File: config.mk
export PLATFORM = sky130hd
export DESIGN_NAME = point_in_polygon_test_top
export DESIGN_NICKNAME = d
export VERILOG_FILES = /design/src/rtl/core/pip_pkg.sv /design/src/rtl/core/point_in_polygon_test_top.sv /design/src/rtl/core/pip_ram.sv /design/src/rtl/core/pip_front.sv /design/src/rtl/core/pip_back.sv
export SDC_FILE = /design/constraint.sdc
export NUM_CORES = 2
export LEC_CHECK = 0
export BUFFER_PORTS_ARGS = -buffer_cell sky130_fd_sc_hd__buf_2
export CAP_MARGIN = 10
export CELL_PAD_IN_SITES_DETAIL_PLACEMENT = 1
export CELL_PAD_IN_SITES_GLOBAL_PLACEMENT = 1
export CORE_AREA = 2 2 483 485
export CTS_BUF_LIST = sky130_fd_sc_hd__clkbuf_4
export CTS_CLUSTER_DIAMETER = 60
export DETAILED_ROUTE_END_ITERATION = 7
export DIE_AREA = 0 0 485 487
export PLACE_DENSITY = 0.81
export REMOVE_ABC_BUFFERS = 1
export SYNTH_ARGS = -nofsm -noshare
export SYNTH_HDL_FRONTEND = slang
export SYNTH_SLANG_ARGS = --single-unit
export TNS_END_PERCENT = 20
File: constraint.sdc
create_clock -name clock -period 16.3 [get_ports clock]
set_input_delay 3.26 -clock clock [delete_from_list [all_inputs] [get_ports clock]]
set_output_delay 3.26 -clock clock [all_outputs]
set_load 0.03 [all_outputs]
File: src/rtl/core/pip_pkg.sv
// Shared types, constants and codes for the point-in-polygon tester.
package pip_pkg;

   // Vertex table geometry.
   localparam int MAX_VERTICES = 64;
   localparam int IDX_W        = $clog2(MAX_VERTICES);
   localparam int CNT_W        = $clog2(MAX_VERTICES + 1);

   // One stored vertex is x in the upper half and y in the lower half.
   localparam int COORD_W  = 16;
   localparam int VERTEX_W = 2 * COORD_W;

   // Command queue between the front end and the back end.
   localparam int QUEUE_DEPTH = 2;
   localparam int Q_PTR_W     = $clog2(QUEUE_DEPTH);
   localparam int Q_CNT_W     = $clog2(QUEUE_DEPTH + 1);

   // Configuration port.
   localparam int CSR_ADDR_W  = 3;
   localparam int CSR_DATA_W  = 32;
   localparam logic CSR_IDX_CLOSED = 1'b0;

   // Function codes carried on the request.
   localparam logic [1:0] FUNC_ADD   = 2'd0;
   localparam logic [1:0] FUNC_CLEAR = 2'd1;
   localparam logic [1:0] FUNC_QUERY = 2'd2;
   localparam logic [1:0] FUNC_NONE  = 2'd3;

   // Decoded operation handed from the front end to the back end.
   typedef enum logic [3:0] {
      OP_ADD   = 4'b0001,
      OP_CLEAR = 4'b0010,
      OP_QUERY = 4'b0100,
      OP_NOP   = 4'b1000
   } op_type;

   typedef struct packed {
      logic [1:0]                 func;
      logic signed [COORD_W-1:0]  x;
      logic signed [COORD_W-1:0]  y;
   } req_type;

   typedef struct packed {
      logic inside_res;
      logic status;
   } rsp_type;

   typedef struct packed {
      op_type                     op;
      logic signed [COORD_W-1:0]  x;
      logic signed [COORD_W-1:0]  y;
   } cmd_type;

endpackage

File: src/rtl/core/point_in_polygon_test_top.sv
// Top level of the point-in-polygon tester: configuration port, front end and back end.
// Add, clear and unused commands are answered from the idle state through the result
// register. A query on a closed polygon of n >= 2 vertices occupies the back end while
// it reads the vertex table through its single read port (one vertex per cycle), forms
// the closing edge and drains the two-stage crossing pipeline.
// A two-entry command queue accepts new requests while the back end works; results
// are single-cycle strobes. Synchronous reset empties the table and clears closed.
module point_in_polygon_test_top (
   input  logic                             clock,
   input  logic                             reset,
   input  logic                             start,
   output logic                             busy,
   input  pip_pkg::req_type                 req_data,
   output logic                             rsp_valid,
   output pip_pkg::rsp_type                 rsp_data,
   input  logic                             psel,
   input  logic                             penable,
   input  logic                             pwrite,
   input  logic [pip_pkg::CSR_ADDR_W-1:0]   paddr,
   input  logic [pip_pkg::CSR_DATA_W-1:0]   pwdata,
   output logic [pip_pkg::CSR_DATA_W-1:0]   prdata,
   output logic                             pready
);

   logic             closed_ff, closed_in;
   logic             csr_write;
   logic             cmd_valid;
   logic             cmd_ready;
   pip_pkg::cmd_type cmd;

   // Configuration register: word address selects the register.
   assign pready    = 1'b1;
   assign csr_write = psel && penable && pwrite && pready;
   assign closed_in = (csr_write && paddr[2] == pip_pkg::CSR_IDX_CLOSED) ? pwdata[0]
                                                                          : closed_ff;

   always_ff @(posedge clock) begin
      if (reset) begin
         closed_ff <= 1'b0;
      end else begin
         closed_ff <= closed_in;
      end
   end

   // Read back.
   always_comb begin
      prdata = '0;
      if (paddr[2] == pip_pkg::CSR_IDX_CLOSED) begin
         prdata[0] = closed_ff;
      end
   end

   pip_front u_front (
      .clock     (clock),
      .reset     (reset),
      .start     (start),
      .busy      (busy),
      .req_data  (req_data),
      .cmd_valid (cmd_valid),
      .cmd_ready (cmd_ready),
      .cmd       (cmd)
   );

   pip_back u_back (
      .clock     (clock),
      .reset     (reset),
      .closed    (closed_ff),
      .cmd_valid (cmd_valid),
      .cmd_ready (cmd_ready),
      .cmd       (cmd),
      .rsp_valid (rsp_valid),
      .rsp       (rsp_data)
   );

endmodule

File: src/rtl/core/pip_ram.sv
// Generic single-write, single-read RAM with a registered read port.
module pip_ram #(
   parameter int WIDTH = 32,
   parameter int DEPTH = 64
) (
   input  logic                      clock,
   input  logic                      wr_en,
   input  logic [$clog2(DEPTH)-1:0]  wr_addr,
   input  logic [WIDTH-1:0]          wr_data,
   input  logic                      rd_en,
   input  logic [$clog2(DEPTH)-1:0]  rd_addr,
   output logic [WIDTH-1:0]          rd_data
);

   logic [WIDTH-1:0] mem_ff [DEPTH];
   logic [WIDTH-1:0] rd_data_ff;

   // Write port and registered read port.
   always_ff @(posedge clock) begin
      if (wr_en) begin
         mem_ff[wr_addr] <= wr_data;
      end
      if (rd_en) begin
         rd_data_ff <= mem_ff[rd_addr];
      end
   end

   assign rd_data = rd_data_ff;

endmodule

File: src/rtl/core/pip_front.sv
// Front end: accepts requests, decodes the function code and queues commands.
module pip_front (
   input  logic              clock,
   input  logic              reset,
   input  logic              start,
   output logic              busy,
   input  pip_pkg::req_type  req_data,
   output logic              cmd_valid,
   input  logic              cmd_ready,
   output pip_pkg::cmd_type  cmd
);

   pip_pkg::cmd_type                entries_ff [pip_pkg::QUEUE_DEPTH];
   logic [pip_pkg::Q_PTR_W-1:0]     wr_ptr_ff, wr_ptr_in;
   logic [pip_pkg::Q_PTR_W-1:0]     rd_ptr_ff, rd_ptr_in;
   logic [pip_pkg::Q_CNT_W-1:0]     fill_ff, fill_in;
   pip_pkg::cmd_type                decoded;
   logic                            push;
   logic                            pop;

   // Decode the function code into an operation.
   always_comb begin
      decoded.x = req_data.x;
      decoded.y = req_data.y;
      unique case (req_data.func)
         pip_pkg::FUNC_ADD:   decoded.op = pip_pkg::OP_ADD;
         pip_pkg::FUNC_CLEAR: decoded.op = pip_pkg::OP_CLEAR;
         pip_pkg::FUNC_QUERY: decoded.op = pip_pkg::OP_QUERY;
         pip_pkg::FUNC_NONE:  decoded.op = pip_pkg::OP_NOP;
      endcase
   end

   // The queue is full when every entry holds a pending command.
   assign busy      = (fill_ff == pip_pkg::Q_CNT_W'(pip_pkg::QUEUE_DEPTH));
   assign push      = start && !busy;
   assign cmd_valid = (fill_ff != '0);
   assign pop       = cmd_valid && cmd_ready;
   assign cmd       = entries_ff[rd_ptr_ff];

   // Pointer and fill bookkeeping.
   always_comb begin
      wr_ptr_in = wr_ptr_ff;
      rd_ptr_in = rd_ptr_ff;
      fill_in   = fill_ff;
      if (push) begin
         wr_ptr_in = wr_ptr_ff + 1'b1;
      end
      if (pop) begin
         rd_ptr_in = rd_ptr_ff + 1'b1;
      end
      if (push && !pop) begin
         fill_in = fill_ff + 1'b1;
      end else if (pop && !push) begin
         fill_in = fill_ff - 1'b1;
      end
   end

   always_ff @(posedge clock) begin
      if (reset) begin
         wr_ptr_ff <= '0;
         rd_ptr_ff <= '0;
         fill_ff   <= '0;
      end else begin
         wr_ptr_ff <= wr_ptr_in;
         rd_ptr_ff <= rd_ptr_in;
         fill_ff   <= fill_in;
      end
   end

   // Queue storage needs no reset.
   always_ff @(posedge clock) begin
      if (push) begin
         entries_ff[wr_ptr_ff] <= decoded;
      end
   end

endmodule

File: src/rtl/core/pip_back.sv
// Back end: vertex table, edge walk with crossing test, and result register.
module pip_back (
   input  logic              clock,
   input  logic              reset,
   input  logic              closed,
   input  logic              cmd_valid,
   output logic              cmd_ready,
   input  pip_pkg::cmd_type  cmd,
   output logic              rsp_valid,
   output pip_pkg::rsp_type  rsp
);

   typedef enum logic [4:0] {
      S_IDLE  = 5'b00001,
      S_WALK  = 5'b00010,
      S_CLOSE = 5'b00100,
      S_WRAP  = 5'b01000,
      S_DRAIN = 5'b10000
   } state_type;

   localparam int CW = pip_pkg::COORD_W;

   state_type                   state_ff, state_in;
   logic [pip_pkg::CNT_W-1:0]   count_ff, count_in;
   logic [pip_pkg::IDX_W-1:0]   rd_idx_ff, rd_idx_in;
   logic                        rd_pend_ff, rd_pend_in;
   logic                        rd_first_ff, rd_first_in;
   logic signed [CW-1:0]        px_ff, px_in, py_ff, py_in;
   logic signed [CW-1:0]        first_x_ff, first_x_in, first_y_ff, first_y_in;
   logic signed [CW-1:0]        prev_x_ff, prev_x_in, prev_y_ff, prev_y_in;
   logic                        edge_valid_ff, edge_valid_in;
   logic signed [CW-1:0]        sx_ff, sx_in, sy_ff, sy_in, ex_ff, ex_in, ey_ff, ey_in;
   logic                        prod_valid_ff, prod_valid_in;
   logic                        cross_ff, cross_in;
   logic                        dpos_ff, dpos_in;
   logic signed [2*CW+1:0]      lhs_ff, lhs_in, rhs_ff, rhs_in;
   logic                        flag_ff, flag_in;
   logic                        rsp_valid_ff, rsp_valid_in;
   pip_pkg::rsp_type            rsp_ff, rsp_in;

   logic                        wr_en;
   logic                        rd_en;
   logic [pip_pkg::VERTEX_W-1:0] rd_data;
   logic signed [CW-1:0]        rd_x, rd_y;
   logic signed [CW:0]          d_y, d_px, d_ex, d_py;
   logic                        full;
   logic                        hit;

   // Vertex table: one entry holds both coordinates of a vertex.
   pip_ram #(
      .WIDTH (pip_pkg::VERTEX_W),
      .DEPTH (pip_pkg::MAX_VERTICES)
   ) u_vertex_ram (
      .clock   (clock),
      .wr_en   (wr_en),
      .wr_addr (count_ff[pip_pkg::IDX_W-1:0]),
      .wr_data ({cmd.x, cmd.y}),
      .rd_en   (rd_en),
      .rd_addr (rd_idx_ff),
      .rd_data (rd_data)
   );

   assign rd_x = rd_data[pip_pkg::VERTEX_W-1:CW];
   assign rd_y = rd_data[CW-1:0];
   assign full = (count_ff == pip_pkg::CNT_W'(pip_pkg::MAX_VERTICES));

   assign cmd_ready = (state_ff == S_IDLE);
   assign rsp_valid = rsp_valid_ff;
   assign rsp       = rsp_ff;

   // First pipeline stage: straddle test and the two cross products.
   always_comb begin
      d_y  = (CW+1)'(ey_ff) - (CW+1)'(sy_ff);
      d_px = (CW+1)'(px_ff) - (CW+1)'(sx_ff);
      d_ex = (CW+1)'(ex_ff) - (CW+1)'(sx_ff);
      d_py = (CW+1)'(py_ff) - (CW+1)'(sy_ff);
      prod_valid_in = edge_valid_ff;
      cross_in      = (sy_ff > py_ff) != (ey_ff > py_ff);
      dpos_in       = (d_y > (CW+1)'(0));
      lhs_in        = (2*CW+2)'(d_px) * (2*CW+2)'(d_y);
      rhs_in        = (2*CW+2)'(d_ex) * (2*CW+2)'(d_py);
   end

   // Second pipeline stage: the inequality direction follows the sign of the y extent.
   assign hit = prod_valid_ff && cross_ff &&
                (dpos_ff ? (lhs_ff < rhs_ff) : (lhs_ff > rhs_ff));

   // Command sequencing and edge formation.
   always_comb begin
      state_in      = state_ff;
      count_in      = count_ff;
      rd_idx_in     = rd_idx_ff;
      rd_pend_in    = 1'b0;
      rd_first_in   = rd_first_ff;
      px_in         = px_ff;
      py_in         = py_ff;
      first_x_in    = first_x_ff;
      first_y_in    = first_y_ff;
      prev_x_in     = prev_x_ff;
      prev_y_in     = prev_y_ff;
      edge_valid_in = 1'b0;
      sx_in         = sx_ff;
      sy_in         = sy_ff;
      ex_in         = ex_ff;
      ey_in         = ey_ff;
      flag_in       = hit ? !flag_ff : flag_ff;
      rsp_valid_in  = 1'b0;
      rsp_in        = '0;
      wr_en         = 1'b0;
      rd_en         = 1'b0;

      // A vertex read during the walk arrives in the cycle after its address is issued.
      if (rd_pend_ff) begin
         prev_x_in = rd_x;
         prev_y_in = rd_y;
         if (rd_first_ff) begin
            first_x_in = rd_x;
            first_y_in = rd_y;
         end else begin
            edge_valid_in = 1'b1;
            sx_in = prev_x_ff;
            sy_in = prev_y_ff;
            ex_in = rd_x;
            ey_in = rd_y;
         end
      end

      unique case (state_ff)
         S_IDLE: begin
            if (cmd_valid) begin
               unique case (cmd.op)
                  pip_pkg::OP_ADD: begin
                     rsp_valid_in = 1'b1;
                     if (full) begin
                        rsp_in.status = 1'b1;
                     end else begin
                        wr_en    = 1'b1;
                        count_in = count_ff + 1'b1;
                     end
                  end
                  pip_pkg::OP_CLEAR: begin
                     rsp_valid_in = 1'b1;
                     count_in     = '0;
                  end
                  pip_pkg::OP_QUERY: begin
                     px_in   = cmd.x;
                     py_in   = cmd.y;
                     flag_in = 1'b0;
                     // Fewer than two vertices never produce a crossing.
                     if (closed && count_ff > pip_pkg::CNT_W'(1)) begin
                        rd_idx_in = '0;
                        state_in  = S_WALK;
                     end else begin
                        rsp_valid_in = 1'b1;
                     end
                  end
                  pip_pkg::OP_NOP: begin
                     rsp_valid_in = 1'b1;
                  end
                  default: begin
                     rsp_valid_in = 1'b1;
                  end
               endcase
            end
         end
         S_WALK: begin
            rd_en       = 1'b1;
            rd_pend_in  = 1'b1;
            rd_first_in = (rd_idx_ff == '0);
            rd_idx_in   = rd_idx_ff + 1'b1;
            if (rd_idx_ff == pip_pkg::IDX_W'(count_ff - 1'b1)) begin
               state_in = S_CLOSE;
            end
         end
         S_CLOSE: begin
            // The last vertex arrives in this cycle.
            state_in = S_WRAP;
         end
         S_WRAP: begin
            // Closing edge from the last vertex back to the first.
            edge_valid_in = 1'b1;
            sx_in    = prev_x_ff;
            sy_in    = prev_y_ff;
            ex_in    = first_x_ff;
            ey_in    = first_y_ff;
            state_in = S_DRAIN;
         end
         S_DRAIN: begin
            if (!edge_valid_ff && !prod_valid_ff) begin
               rsp_valid_in      = 1'b1;
               rsp_in.inside_res = flag_ff;
               state_in          = S_IDLE;
            end
         end
         default: begin
            state_in = S_IDLE;
         end
      endcase
   end

   // Control state.
   always_ff @(posedge clock) begin
      if (reset) begin
         state_ff      <= S_IDLE;
         count_ff      <= '0;
         rd_pend_ff    <= 1'b0;
         edge_valid_ff <= 1'b0;
         prod_valid_ff <= 1'b0;
         rsp_valid_ff  <= 1'b0;
         flag_ff       <= 1'b0;
      end else begin
         state_ff      <= state_in;
         count_ff      <= count_in;
         rd_pend_ff    <= rd_pend_in;
         edge_valid_ff <= edge_valid_in;
         prod_valid_ff <= prod_valid_in;
         rsp_valid_ff  <= rsp_valid_in;
         flag_ff       <= flag_in;
      end
   end

   // Datapath registers.
   always_ff @(posedge clock) begin
      rd_idx_ff   <= rd_idx_in;
      rd_first_ff <= rd_first_in;
      px_ff       <= px_in;
      py_ff       <= py_in;
      first_x_ff  <= first_x_in;
      first_y_ff  <= first_y_in;
      prev_x_ff   <= prev_x_in;
      prev_y_ff   <= prev_y_in;
      sx_ff       <= sx_in;
      sy_ff       <= sy_in;
      ex_ff       <= ex_in;
      ey_ff       <= ey_in;
      cross_ff    <= cross_in;
      dpos_ff     <= dpos_in;
      lhs_ff      <= lhs_in;
      rhs_ff      <= rhs_in;
      rsp_ff      <= rsp_in;
   end

endmodule

**Yosys cells after proc, flatten, opt, wreduce, memory -nomap -nowiden**

Memories as Yosys holds them, arrays and structs flattened. A register that Yosys moved wholly into a read port is not among the register bits.
Cells that the tools add are included.

- Multipliers: 2
- Reduce and logical (&&, ||, !) cells: 32
- Magnitude comparators: 6
- Shift operators: 0
- Equality and inequality tests: 22
- Mux-type cells: 53
- $add $sub $neg: 11
- Bitwise gates (word level): 1
- Divide/modulo/power cells: 0

Operators by type and width:

| operator | number |
|---|---|
| 2-to-1 mux 16 bit | 12 |
| multiplier 17 x 17 -> 34 bit | 2 |
| subtractor 16 x 16 -> 17 bit | 4 |
| > comparator 34 bit | 1 |
| < comparator 34 bit | 1 |
| > comparator 16 bit | 2 |
| 2-to-1 mux 1 bit | 25 |
| 2-to-1 mux 5 bit | 5 |
| one-hot mux 5 bit (5 select lines) | 1 |
| 2-to-1 mux 6 bit | 3 |
| > comparator 17 x 1 -> 1 bit, second input constant | 1 |
| one-hot mux 4 bit (4 select lines) | 1 |
| one-hot mux 7 bit (2 select lines) | 1 |
| one-hot mux 6 bit (2 select lines) | 1 |
| logical AND 1 bit | 11 |
| inequality test 2 x 1 -> 1 bit, second input constant | 5 |
| nonzero test 2 bit | 5 |
| AND reduction 4 bit | 2 |
| adder 7 x 1 -> 7 bit, second input constant | 1 |
| equality test 7 bit, second input constant | 1 |
| > comparator 7 x 1 -> 1 bit, second input constant | 1 |
| 2-to-1 mux 7 bit | 1 |
| adder 6 x 1 -> 6 bit, second input constant | 1 |
| equality test 2 bit, second input constant | 3 |
| 25 further kinds | 36 |

- Latch bits: 0
- Input bits: 75
- Logic and storage cells: 158
- Flip-flop bits (word level): 261
- RAM bits: 2120
- Output and inout bits: 37
- Bits in read-only memories: 0
- Memories: 2

Memories:

| name | words | width | read ports | clocked after memory_dff | write ports | RTL line | text |
|---|---|---|---|---|---|---|---|
| u_back.u_vertex_ram.mem_ff | 64 | 32 | 1 | 1 | 1 | pip_ram.sv:15 | `logic [WIDTH-1:0] mem_ff [DEPTH];` |
| u_front.entries_ff | 2 | 36 | 1 | 1 | 1 | pip_front.sv:13 | `pip_pkg::cmd_type entries_ff [pip_pkg::QUEUE_DEPTH];` |

**Logic depth before layout (Yosys ltp)**

- Word-level depth: 7
- Gate-level depth with buffers: 35
- Mapped depth without buffers: 34

**Cells and area by module**

Synthesis repeated with hierarchy kept, for this count alone.

- Cells, all modules: 6942
- Area, all modules: 115816.1 um^2

By module, submodules not included:

| module | seq. area each (um^2) | area each (um^2) | instances | cells each |
|---|---|---|---|---|
| pip_ram | 62459.9 | 78835.6 | 1 | 3324 |
| pip_back | 6796.5 | 33833.7 | 1 | 3437 |
| pip_front | 2262.2 | 2837.7 | 1 | 141 |
| point_in_polygon_test_top | 20.0 | 309.0 | 1 | 40 |

**Worst setup path after synthesis**

No wires, ideal clock.

- Kind: register to register
- Start: register u_back.sx_ff[0]
- End: register u_back.rhs_ff[33]
- Required time: 16.228 ns
- Cell stages (with the launch flop): 32
- Buffers on the path: 0
- Arrival time: 7.928 ns
- Setup slack: 8.300 ns
- Setup time: 0.072 ns
- Period minus slack after synthesis: 8.000 ns
- Cell sequence: edfxtp_1 -> ha_1 -> fa_1 -> nor2b_1 -> o21ai_1 -> a211oi_1 -> o31a_1 -> and4_1 -> o31a_1 -> o21ai_1 -> a31oi_1 -> nor2_1 -> fa_1 -> inv_1 -> fa_1 -> inv_1 -> fa_1 -> fa_1 -> fa_1 -> inv_1 -> fa_1 -> inv_1 -> ha_1 -> a21oi_1 -> o21ai_0 -> o21a_1 -> a21o_1 -> o21ai_0 -> o211ai_1 -> a31o_2 -> a21oi_1 -> xnor2_1

- Word-level cells in the longest chain between the ends: 2

Ends and longest elaborated chain:

| what | RTL line | text |
|---|---|---|
| start, declared | pip_back.sv:32 | `logic signed [CW-1:0] sx_ff, sx_in, sy_ff, sy_in, ex_ff, ex_in, ey_ff, ey_in;` |
| start signal, assigned | pip_back.sv:232 | `sx_ff <= sx_in;` |
| subtractor 16 x 16 -> 17 bit | pip_back.sv:75 | `d_ex = (CW+1)'(ex_ff) - (CW+1)'(sx_ff);` |
| multiplier 17 x 17 -> 34 bit | pip_back.sv:81 | `rhs_in = (2*CW+2)'(d_ex) * (2*CW+2)'(d_py);` |
| named net u_back.rhs_in[33] | pip_back.sv:36 | `logic signed [2*CW+1:0] lhs_ff, lhs_in, rhs_ff, rhs_in;` |
| end signal, assigned | pip_back.sv:239 | `rhs_ff <= rhs_in;` |
| end, declared | pip_back.sv:36 |  |

The timed path passes the listed nets, and every way through them passes these cells.
A chain may end at the register's enable or synchronous reset.

**Final worst setup path**

- Start: register u_back.px_ff[0]
- End: register u_back.lhs_ff[33]

- Word-level cells in the longest chain between the ends: 2

Ends and longest elaborated chain:

| what | RTL line | text |
|---|---|---|
| start, declared | pip_back.sv:28 | `logic signed [CW-1:0] px_ff, px_in, py_ff, py_in;` |
| start signal, assigned | pip_back.sv:226 | `px_ff <= px_in;` |
| subtractor 16 x 16 -> 17 bit | pip_back.sv:74 | `d_px = (CW+1)'(px_ff) - (CW+1)'(sx_ff);` |
| multiplier 17 x 17 -> 34 bit | pip_back.sv:80 | `lhs_in = (2*CW+2)'(d_px) * (2*CW+2)'(d_y);` |
| named net u_back.lhs_in[33] | pip_back.sv:36 |  |
| end signal, assigned | pip_back.sv:238 | `lhs_ff <= lhs_in;` |
| end, declared | pip_back.sv:36 |  |

The timed path passes the listed nets, and every way through them passes these cells.

==> qor.csv <==
metric,value,unit
Peak VDD IR,0.5163,mV
"Gates resized, CTS repair",0,
Highest Signal Layer,met5,
number of cells after detailed placement,9626,
Initial Util,49.78,%
"CTS clk-pin slew, worst paths",0.07,ns
CP startpoint kind,register,
Worst-Margin Slew,1.273,ns
Crit-path slowest cell,fa_1,
io pins,112,
Required @ worst endpoint,17.55,ns
drt pass-1 iters,5,
final setup violation count,0,
GRT Overall Usage,28.96,%
HPWL after DPL,193.1,mm
CTS sink count,2414,
Core Region,0.2314,sq mm
WP data arrival,11.33,ns
register area share after synthesis,62.10,%
via/cell ratio,6.164,
r2r setup slk,6.22,ns
DP Area,0.1200,sq mm
Synth Cell Area,0.1152,sq mm
share of layout cells above drive strength 1,25.62,%
Hold/Removal Path Class,register to register,
antenna violations before repair,38,
largest net degree at the start of global routing,150,
first-pass GRT wire length,494.4,mm
Post-synth EDFFs,2319,
Synth-to-Final Area Change,10.98,%
CTS hold repair buffers,0,
mean post-synth cell area,17.43,sq um
Synth Instances,6611,
"Slew Viols, Final",0,
number of CTS-inserted buffers,603,
Synth async-reset ratio,0,%
nets,8167,
Avg WL per Cell,31.77,um
final worst slack,6.220,ns
final core utilization,55.24,%
"count leader, synth",edfxtp_1,
Overflow after GRT,0,
"non-filler cells, final",10690,
GPL Wtd Cong,0.8933,
Max Cap Viol,0,
TNS Setup,0,ns
Cell variety after synth,82,
Power Density,225.1,mW/mm^2
fin crit share,61.84,%
maximum clock rate,0.09920,GHz
height of the die,487,um
#FFs+latches synth,2414,
vias,65920,
DRT antenna net count,0,
Crit Path Max Fanout,11,
Finished Cell Area,0.1279,sq mm
"Setup Fix Bufs, Post-CTS",0,
Final Skew,0.1611,ns
synth warn,0,
worst slack at placement,6.311,ns
clock root cell,clkbuf_4,
vias in the first global route,71890,
RSZ-0062 raised after global routing,no,
Cell Rows,177,
Die Width,485,um
CTS tree,yes,
main flop type after synthesis,edfxtp_1,
# H-tree levels,6,
top post-synthesis cells by count,"edfxtp_1, inv_1, mux4_2, fa_1, nor2_1",
Synth area leaders,"edfxtp_1, mux4_2, fa_1, ha_1, inv_1",
area of the die,0.2362,sq mm
status,completed,
routed wire length,339.7,mm
Pleak,46.23,nW
"area leader, netlist",edfxtp_1,
max incr delay on CP,1.11,ns
final hold viol count,0,
Tmin final,10.08,ns
DRT met1 WL,120.1,mm
Critical Path End Type,register,
Synth top area share,60.45,%
met2 wire length,167.3,mm
met3 wire len,35.09,mm
WS Path Type,register to register,
DR DRC count,0,
CTS max path bufs,4,
port bufs,46,
Initial DRC Count,7744,
Worst-Skew Late Latency,1.47,ns
Relative slew margins,14.55,%
worst max-delay path: cells and delay by family (launching register included):
kind | cells | cell delay, ns
AO/OA/AOI/OAI | 14 | 4.02
XOR/XNOR | 1 | 0.17
flip-flops | 1 | 0.43
adder cells (fa/ha/maj) | 8 | 4.29
buffers and inverters | 5 | 0.50
AND/OR/NAND/NOR | 3 | 0.53
layout make-up:
type                    count  area, sq um
fillers                 21390       103600
flip-flops and latches   2414        71540
multi-input cells        3231        40410
clock buffers             842         6321
well taps                3043         3807
inverters                 723         2714
repair buffers            232         1902
clock inverters           193         1116
diodes                     15        37.54
per-layer routing:
layer / up-vias / track usage [%]
met4: 28 / 14.05
met1: 34260 / 36.64
met5: - / 0
met3: 986 / 6.646
met2: 4652 / 47.47
li1: 25990 / -
sequential cells by signal, indices dropped and copies added, names as in the netlist, 32 cells and up, named ones only:
signal and count:
u_back.u_vertex_ram.rd_data 32, u_front.entries_ff 72, u_back.lhs_ff 34, u_back.u_vertex_ram.mem_ff 2048, u_back.rhs_ff 34
cell usage in the layout, fill, tap and decap left out, drive strengths merged, types with 20 or more instances in the layout:
cell type and n:
xor2 52, ha 291, a31oi 24, clkinv 162, o21ai 64, fa 596, buf 232, dfxtp 95
a21oi 93, nor3 30, nor2 408, nand2b 30, xnor2 117, nand3 24, o21a 25, nand2 375
edfxtp 2319, a211oi 20, nor2b 63, inv 739, a21o 50, and2 32, mux4 662, conb 32
clkbuf 842, mux2 64
stage by stage:
step	power [mW]	hold WS, ns
finish	28.78	0.3797
global route	30.75	0.4041
CTS	28.87	0.3788
detailed placement	23.47	0.4056
global placement	22.78	0.4013
floorplan	20.14	0.4003
worst paths after layout:
| check | from | endpoint | cells after the start |
|---|---|---|---|
| min | u_back.prev_x_ff[4] | u_back.sx_ff[4] | 0 |
| min reg2reg | u_back.prev_x_ff[4] | u_back.sx_ff[4] | 0 |
| max | u_back.px_ff[0] | u_back.lhs_ff[33] | 31 |
| max reg2reg | u_back.px_ff[0] | u_back.lhs_ff[33] | 31 |
logic make-up after synthesis:
family,count (synthesis),synth area share [%]
DFF,2414,62.10
other,2,0.006519
muxes,732,13.62
adders and majority gates,887,13.52
AOI/OAI and AO/OA,356,2.055
buffers and inverters,996,3.389
xor gates and xnor gates,169,1.291
and+or+nand+nor,1055,4.020
report_power, final:
part / internal [mW] / switching [mW] / total [mW]
Sequential: 7.64 / 0.115 / 7.76
Clock: 2.59 / 2.69 / 5.29
Combinational: 6.44 / 9.30 / 15.7
Total: 16.7 / 12.1 / 28.8
(Power assumes the default switching activity.)
